[config.mk]
export PLATFORM = sky130hd
export DESIGN_NAME = signed_int_to_decimal_ascii_unit
export DESIGN_NICKNAME = d
export VERILOG_FILES = /design/src/rtl/core/sidasc_pkg.sv /design/src/rtl/core/signed_int_to_decimal_ascii_unit.sv /design/src/rtl/core/sidasc_ctrl.sv /design/src/rtl/core/sidasc_datapath.sv
export SDC_FILE = /design/constraint.sdc
export NUM_CORES = 1
export LEC_CHECK = 0
export BUFFER_PORTS_ARGS = -buffer_cell sky130_fd_sc_hd__buf_2
export CAP_MARGIN = 20
export CORE_MARGIN = 1.5
export CORE_UTILIZATION = 55
export CTS_CLUSTER_SIZE = 40
export DETAILED_ROUTE_END_ITERATION = 6
export GPL_TIMING_DRIVEN = 0
export MAX_ROUTING_LAYER = met4
export PLACE_DENSITY_LB_ADDON = 0.05
export RECOVER_POWER = 100
export SETUP_SLACK_MARGIN = 0.3
export SYNTH_ARGS = -nofsm -noshare
export SYNTH_HDL_FRONTEND = slang
export SYNTH_SLANG_ARGS = --single-unit
[constraint.sdc]
create_clock -name clk -period 3.4 [get_ports clk]
set_input_delay 0.17 -clock clk [delete_from_list [all_inputs] [get_ports clk]]
set_output_delay 0.17 -clock clk [all_outputs]
set_load 0.1 [all_outputs]
[src/rtl/core/sidasc_pkg.sv]
// Package for the signed integer to decimal ASCII unit: types, codes and constants.
package sidasc_pkg;

  localparam int DEFAULT_VALUE_WIDTH = 32;
  localparam int CHAR_W              = 6;
  localparam int COUNT_W             = 4;
  localparam int OUT_TDATA_W         = 16;

  localparam logic [CHAR_W-1:0] ASCII_ZERO  = 6'd48;
  localparam logic [CHAR_W-1:0] ASCII_MINUS = 6'd45;

  typedef enum logic [1:0] {
    ST_IDLE,
    ST_CONV,
    ST_COUNT,
    ST_EMIT
  } state_t;

  typedef struct packed {
    logic in_ready;
    logic load;
    logic shift;
    logic count;
    logic emit;
  } cmd_t;

  typedef struct packed {
    logic last_shift;
    logic out_free;
    logic emit_last;
  } sts_t;

  // decimal digits needed for a w-bit magnitude (floor(w*log10(2)) + 1)
  function automatic int bcd_digits(input int w);
    return ((w * 1233) >>> 12) + 1;
  endfunction

endpackage

[src/rtl/core/signed_int_to_decimal_ascii_unit.sv]
// Top level of the signed integer to decimal ASCII unit.
//
// One word on the in_ channel is a two's complement integer of VALUE_WIDTH
// bits. The unit answers with its decimal text on the out_ channel, one
// ASCII character per word, most significant first, a '-' ahead of
// negative values, out_tlast on the final character, which alone carries
// the character count (1 to 11 at 32 bits).
// An input is taken in the idle state; the magnitude then passes through a
// shift-add-3 BCD converter one bit per cycle, a count state finds the digit
// count, and then one character leaves per cycle unless out_tready stalls
// the output.
// in_tready is high only while no number is being converted or sent; the
// next number is taken while the last character still sits in the output
// register. A stalled out_tready holds the output word and pauses
// character generation. Reset (rst_n low, synchronous) returns the unit to
// idle and drops out_tvalid.
module signed_int_to_decimal_ascii_unit #(
  parameter  int VALUE_WIDTH = sidasc_pkg::DEFAULT_VALUE_WIDTH,
  localparam int IN_TDATA_W  = ((VALUE_WIDTH + 7) / 8) * 8
) (
  input  logic                              clk,
  input  logic                              rst_n,
  input  logic                              in_tvalid,
  output logic                              in_tready,
  input  logic [IN_TDATA_W-1:0]             in_tdata,   // value
  output logic                              out_tvalid,
  input  logic                              out_tready,
  output logic [sidasc_pkg::OUT_TDATA_W-1:0] out_tdata, // character, char_count
  output logic                              out_tlast
);

  sidasc_pkg::cmd_t cmd;
  sidasc_pkg::sts_t sts;

  logic [sidasc_pkg::CHAR_W-1:0]  out_char;
  logic [sidasc_pkg::COUNT_W-1:0] out_count;

  sidasc_ctrl u_ctrl (
    .clk       (clk),
    .rst_n     (rst_n),
    .in_tvalid (in_tvalid),
    .sts       (sts),
    .cmd       (cmd)
  );

  sidasc_datapath #(
    .VALUE_WIDTH (VALUE_WIDTH)
  ) u_datapath (
    .clk        (clk),
    .rst_n      (rst_n),
    .value      (in_tdata[VALUE_WIDTH-1:0]),
    .cmd        (cmd),
    .sts        (sts),
    .out_tready (out_tready),
    .out_valid  (out_tvalid),
    .out_char   (out_char),
    .out_last   (out_tlast),
    .out_count  (out_count)
  );

  assign in_tready = cmd.in_ready;
  assign out_tdata = {{(sidasc_pkg::OUT_TDATA_W - sidasc_pkg::CHAR_W - sidasc_pkg::COUNT_W){1'b0}},
                      out_count, out_char};

  a_busy_after_accept: assert property (@(posedge clk) disable iff (!rst_n)
    in_tvalid && in_tready |=> !in_tready)
    else $error("input taken while a conversion is running");

  a_char_legal: assert property (@(posedge clk) disable iff (!rst_n)
    out_tvalid |-> (out_char == sidasc_pkg::ASCII_MINUS) ||
                   (out_char >= sidasc_pkg::ASCII_ZERO &&
                    out_char <= sidasc_pkg::ASCII_ZERO + sidasc_pkg::CHAR_W'(9)))
    else $error("illegal output character");

  a_count_only_last: assert property (@(posedge clk) disable iff (!rst_n)
    out_tvalid && !out_tlast |-> out_count == '0)
    else $error("character count on a non-final character");

  a_minus_not_last: assert property (@(posedge clk) disable iff (!rst_n)
    out_tvalid && out_char == sidasc_pkg::ASCII_MINUS |-> !out_tlast)
    else $error("minus sign sent as final character");

endmodule

[src/rtl/core/sidasc_ctrl.sv]
// Controller state machine of the signed integer to decimal ASCII unit.
module sidasc_ctrl (
  input  logic              clk,
  input  logic              rst_n,
  input  logic              in_tvalid,
  input  sidasc_pkg::sts_t  sts,
  output sidasc_pkg::cmd_t  cmd
);

  sidasc_pkg::state_t state_r, state_nxt;

  always_ff @(posedge clk) begin
    if (!rst_n) begin
      state_r <= sidasc_pkg::ST_IDLE;
    end else begin
      state_r <= state_nxt;
    end
  end

  always_comb begin
    state_nxt = state_r;
    unique case (state_r)
      sidasc_pkg::ST_IDLE: begin
        if (in_tvalid) state_nxt = sidasc_pkg::ST_CONV;
      end
      sidasc_pkg::ST_CONV: begin
        if (sts.last_shift) state_nxt = sidasc_pkg::ST_COUNT;
      end
      sidasc_pkg::ST_COUNT: begin
        state_nxt = sidasc_pkg::ST_EMIT;
      end
      sidasc_pkg::ST_EMIT: begin
        if (sts.out_free && sts.emit_last) state_nxt = sidasc_pkg::ST_IDLE;
      end
      default: state_nxt = sidasc_pkg::ST_IDLE;
    endcase
  end

  always_comb begin
    cmd = '0;
    unique case (state_r)
      sidasc_pkg::ST_IDLE: begin
        cmd.in_ready = 1'b1;
        cmd.load     = in_tvalid;
      end
      sidasc_pkg::ST_CONV:  cmd.shift = 1'b1;
      sidasc_pkg::ST_COUNT: cmd.count = 1'b1;
      sidasc_pkg::ST_EMIT:  cmd.emit  = sts.out_free;
      default: cmd = '0;
    endcase
  end

endmodule

[src/rtl/core/sidasc_datapath.sv]
// Datapath: magnitude, shift-add-3 BCD converter, digit count and output register.
module sidasc_datapath #(
  parameter int VALUE_WIDTH = sidasc_pkg::DEFAULT_VALUE_WIDTH
) (
  input  logic                             clk,
  input  logic                             rst_n,
  input  logic [VALUE_WIDTH-1:0]           value,
  input  sidasc_pkg::cmd_t                 cmd,
  output sidasc_pkg::sts_t                 sts,
  input  logic                             out_tready,
  output logic                             out_valid,
  output logic [sidasc_pkg::CHAR_W-1:0]    out_char,
  output logic                             out_last,
  output logic [sidasc_pkg::COUNT_W-1:0]   out_count
);

  localparam int NDIG = sidasc_pkg::bcd_digits(VALUE_WIDTH);
  localparam int BW   = $clog2(VALUE_WIDTH);
  localparam int PW   = $clog2(NDIG + 1);
  localparam int IW   = $clog2(NDIG);
  localparam int TW   = (PW + 1 > sidasc_pkg::COUNT_W) ? PW + 1 : sidasc_pkg::COUNT_W;

  logic [VALUE_WIDTH-1:0] mag_r;
  logic [NDIG*4-1:0]      bcd_r;
  logic                   neg_r;
  logic [BW-1:0]          bitcnt_r;
  logic [PW-1:0]          ndig_r;
  logic [PW-1:0]          pos_r;
  logic                   sign_pend_r;

  logic                   out_valid_r;
  logic [sidasc_pkg::CHAR_W-1:0]  out_char_r;
  logic                   out_last_r;
  logic [sidasc_pkg::COUNT_W-1:0] out_count_r;

  logic [NDIG*4-1:0]      bcd_adj;
  logic [3:0]             dig [NDIG];
  logic [PW-1:0]          ndig_nxt;
  logic [PW-1:0]          pos_dec;
  logic [3:0]             sel_dig;
  logic [TW-1:0]          total;
  logic                   in_neg;

  assign in_neg = value[VALUE_WIDTH-1];

  always_comb begin
    for (int i = 0; i < NDIG; i++) begin
      dig[i] = bcd_r[i*4 +: 4];
      bcd_adj[i*4 +: 4] = (dig[i] >= 4'd5) ? dig[i] + 4'd3 : dig[i];
    end
  end

  always_comb begin
    ndig_nxt = PW'(1);
    for (int i = 1; i < NDIG; i++) begin
      if (dig[i] != 4'd0) ndig_nxt = PW'(i + 1);
    end
  end

  assign pos_dec = pos_r - PW'(1);
  assign sel_dig = dig[pos_dec[IW-1:0]];
  assign total   = TW'(ndig_r) + TW'(neg_r);

  assign sts.last_shift = (bitcnt_r == BW'(VALUE_WIDTH - 1));
  assign sts.out_free   = !out_valid_r || out_tready;
  assign sts.emit_last  = !sign_pend_r && (pos_r == PW'(1));

  always_ff @(posedge clk) begin
    if (cmd.load) begin
      mag_r    <= in_neg ? (~value + VALUE_WIDTH'(1)) : value;
      neg_r    <= in_neg;
      bcd_r    <= '0;
      bitcnt_r <= '0;
    end else if (cmd.shift) begin
      bcd_r    <= {bcd_adj[NDIG*4-2:0], mag_r[VALUE_WIDTH-1]};
      mag_r    <= {mag_r[VALUE_WIDTH-2:0], 1'b0};
      bitcnt_r <= bitcnt_r + BW'(1);
    end
    if (cmd.count) begin
      ndig_r <= ndig_nxt;
      pos_r  <= ndig_nxt;
    end else if (cmd.emit && !sign_pend_r) begin
      pos_r  <= pos_dec;
    end
  end

  always_ff @(posedge clk) begin
    if (!rst_n) begin
      sign_pend_r <= 1'b0;
      out_valid_r <= 1'b0;
    end else begin
      if (cmd.count) begin
        sign_pend_r <= neg_r;
      end else if (cmd.emit) begin
        sign_pend_r <= 1'b0;
      end
      if (cmd.emit) begin
        out_valid_r <= 1'b1;
      end else if (out_tready) begin
        out_valid_r <= 1'b0;
      end
    end
  end

  always_ff @(posedge clk) begin
    if (cmd.emit) begin
      out_char_r  <= sign_pend_r ? sidasc_pkg::ASCII_MINUS
                                 : sidasc_pkg::ASCII_ZERO + sidasc_pkg::CHAR_W'(sel_dig);
      out_last_r  <= sts.emit_last;
      out_count_r <= sts.emit_last ? total[sidasc_pkg::COUNT_W-1:0] : '0;
    end
  end

  assign out_valid = out_valid_r;
  assign out_char  = out_char_r;
  assign out_last  = out_last_r;
  assign out_count = out_count_r;

endmodule
==> impl_metrics.json <==
{
  "r2r-end": "u_datapath.out_char[1]",
  "yosysSeqAreaShare_pct": 41.7,
  "holdPathEnd": "u_datapath.out_valid",
  "cap_violations": 0,
  "cts_buffer_depth": 2,
  "required_ns": 3.55,
  "vias": 4626,
  "p_int_uw": 2630,
  "ys_async_sr_fraction_pct": 0,
  "switching_share_pct": 36.8,
  "synth_top_family_by_area": "simple AND/OR/NAND/NOR gates",
  "wl_per_cell_um": 15.6,
  "hold_start": "rst_n",
  "pwr-share-seq_pct": 43.4,
  "cp_data_arrival_time_ns": 3.04,
  "postSynthAreaPerCell_um2": 9.67,
  "grt_pass1_wl_um": 22100,
  "rsz0062_at_grt": "false",
  "clkTransAtPathRegs_ns": 0.10,
  "muxShareOfSynthArea_pct": 7.35,
  "r2r-start": "u_datapath.pos_r[0]",
  "ant_nets": 0,
  "wl_met1_um": 5700,
  "synth_compound_area_share_pct": 14.8,
  "dp_hpwl_um": 9660,
  "clockPowerShare_pct": 22.0,
  "synthSimpleGateAreaFrac_pct": 16.8,
  "placed_area_um2": 6460,
  "tns_ns": 0,
  "ys_ff_latch": 100,
  "dp.cells": 815,
  "register_area_um2": 2510,
  "avgViaCountPerCell": 5.56,
  "chipHeight_um": 108,
  "dieArea_um2": 11600,
  "fin_crit_ns": 2.89,
  "hold_class": "input pin to register",
  "fin_cells": 832,
  "multiInputGateArea_um2": 3250,
  "antenna_cells": 0,
  "tightest_slew_ns": 1.16,
  "r2r_cells": 9,
  "dieWidth_um": 108,
  "synth_fa_ha_area_share_pct": 6.44,
  "wl_met3_um": 411,
  "hold_violations": 0,
  "p_sw_uw": 1530,
  "io_pins": 55,
  "drive_gt1_share_pct": 12.3,
  "htree_levels": 3,
  "worstSetupEndpointType": "register",
  "path_buf_inv": 4,
  "stdcell_area_um2": 6700,
  "critical_path.top_delay_family": "buffers and inverters",
  "cpPeakStageDelay_ns": 0.40,
  "highest_layer": "met4",
  "num_rows": 38,
  "path_cells": "clkbuf_1 -> buf_2 -> inv_1 -> ha_1 -> clkbuf_2 -> mux4_2 -> mux2i_1 -> o22a_1 -> nor2_1",
  "initial_utilization_pct": 56.1,
  "area_delta_synth_final_pct": 11.2,
  "critical_path_class": "register to register",
  "wl_um": 13000,
  "synth_cells": 623,
  "drt_first_pass_iters": 6,
  "synth-edff-count": 51,
  "grt_pass1_vias": 4640,
  "cts_made_buffers": 9,
  "synth.distinct_cells": 56,
  "setup_violations": 0,
  "synthXorXnorAreaFrac_pct": 7.99,
  "overflow": 0,
  "p_leak_uw": 0.00259,
  "grt_usage_pct": 25.1,
  "status": "completed",
  "ys.flop_type": "edfxtp_1",
  "whs_ns": 0.0830,
  "power_density_nw_per_um2": 620,
  "hold_depth": 2,
  "met2_length_um": 6700,
  "finClkSkew_ns": 0.0120,
  "cp-start-kind": "register",
  "clock_latency_ns": 0.38,
  "grt_max_degree": 33,
  "drcViolationCount": 0,
  "gp_congestion": 0.849,
  "irDropWorstVdd_mv": 0.379,
  "cp_slowest_cell": "buf_2",
  "fmax_mhz": 346,
  "slew_headroom_pct": 22.8,
  "drtIter0Drc": 225,
  "cts_root_buf": "clkbuf_8",
  "post-route-period-util_pct": 85.0,
  "antenna_found_initial": 0,
  "syn_area_um2": 6030,
  "comb_power_share_pct": 34.6,
  "rrSetupSlack_ns": 0.51,
  "cts_tree": "built",
  "clkSinkCount": 100,
  "coreArea_um2": 10700,
  "cp_max_fo": 10,
  "slew_violations": 0,
  "post_cts_buffers": 0,
  "fillCellCount": 965,
  "fin_nets": 754,
  "synth_warnings": 0,
  "io_buffers": 47
}
==> final cells by class <==
type / count / share of cell area (%)
multi-input combinational: 459 / 48.6
tap: 140 / 2.61
clock buffer: 10 / 1.91
buffer: 34 / 2.35
sequential: 100 / 37.5
clock inverter: 6 / 1.66
timing repair buffer: 48 / 3.42
inverter: 35 / 1.96
==> cell families (layout without fill, tap and decap cells) <==
logic type | Yosys count | after routing
mux | 34 | 34
other cells | 2 | 7
simple gates | 195 | 195
fa+ha+maj | 31 | 31
flops | 100 | 100
buf+inv | 69 | 133
xor+xnor | 55 | 55
compound gates | 137 | 137
==> worst max-delay path by stage <==
stage,start,to,slack (ns),cells after the start
2_1_floorplan,u_ctrl.state_r[0],u_datapath.mag_r[0],0.63,5
6_report,u_datapath.pos_r[0],u_datapath.out_char[1],0.51,9
3_5_place_dp,u_datapath.pos_r[0],u_datapath.out_char[1],0.22,9
4_1_cts,u_datapath.pos_r[0],u_datapath.out_char[1],0.46,9
5_1_grt,u_datapath.pos_r[0],u_datapath.out_char[1],0.30,9
3_3_place_gp,u_ctrl.state_r[1],u_datapath.mag_r[27],0.18,5
==> power groups by stage <==
stage	Sequential (uW)	Combinational [uW]	Clock (uW)
floorplan	1870	1020	0
global placement	1820	1420	0
detailed placement	1830	1460	0
CTS	1810	1470	934
global route	1840	1610	977
finish	1800	1440	913
==> flip-flops by register name (all words and copies together), names as in the netlist <==
register                count
u_datapath.bcd_r           40
u_datapath.sign_pend_r      1
u_datapath.neg_r            1
u_datapath.out_valid        1
u_datapath.out_char         5
u_datapath.out_count        4
u_ctrl.state_r              2
u_datapath.ndig_r           4
u_datapath.mag_r           32
u_datapath.out_last         1
u_datapath.pos_r            4
u_datapath.bitcnt_r         5
==> through the flow <==
step	total power, uW	utilization [%]	setup slack [ns]
2_1_floorplan	2890	-	0.628
3_3_place_gp	3240	60.1	0.179
3_5_place_dp	3290	60.1	0.220
4_1_cts	4210	62.4	0.464
5_1_grt	4430	62.3	0.302
6_report	4150	62.3	0.510
==> timing repair <==
item | CTS | global route
hold endpoints to repair | 1 | 0
gates resized for setup | 1 | 1
hold buffers | 1 | 0
endpoints found under the setup margin | 4 | 1
==> Yosys cell counts (all sizes together) (7+ instances only) <==
library cell	number	share of area, %
a21o	9	1.1
a21oi	32	2.7
buf	14	1.3
clkbuf	20	1.2
dfxtp	49	16
edfxtp	51	25
ha	31	6.4
inv	35	2.2
mux2i	24	4.0
mux4	8	3.0
nand2	64	4.0
nand2b	32	3.3
nand3	26	2.2
nor2	33	2.1
nor3b	7	0.96
o211ai	11	1.4
o21ai	53	4.4
o31ai	8	1.0
o41ai	11	2.5
xnor2	26	3.8
xor2	29	4.2
==> cell usage in the layout, fill, tap and decap left out, drive strengths merged, types with 4 or more instances in the layout <==
| cell type | synthesis | layout |
|---|---|---|
| dfxtp | 49 | 49 |
| nor3 | 6 | 6 |
| conb | 2 | 7 |
| mux4 | 8 | 8 |
| clkbuf | 20 | 47 |
| nand3 | 26 | 26 |
| edfxtp | 51 | 51 |
| nor3b | 7 | 7 |
| nor4 | 4 | 4 |
| nand2b | 32 | 32 |
| xnor2 | 26 | 26 |
| o41ai | 11 | 11 |
| ha | 31 | 31 |
| mux2i | 24 | 24 |
| nand2 | 64 | 64 |
| buf | 14 | 44 |
| o31ai | 8 | 8 |
| a21oi | 32 | 32 |
| or3 | 6 | 6 |
| a21o | 9 | 9 |
| inv | 35 | 36 |
| o21ai | 53 | 53 |
| o211ai | 11 | 11 |
| xor2 | 29 | 29 |
| nor2 | 33 | 33 |
==> routing by layer <==
layer | up-vias | global-route usage [%]
li1 | 2322 | -
met1 | 2207 | 30.8
met2 | 85 | 42.8
met3 | 12 | 2.97
met4 | 0 | 9.59
met5 | - | -
Note: power is estimated with default switching activity, not from simulation.
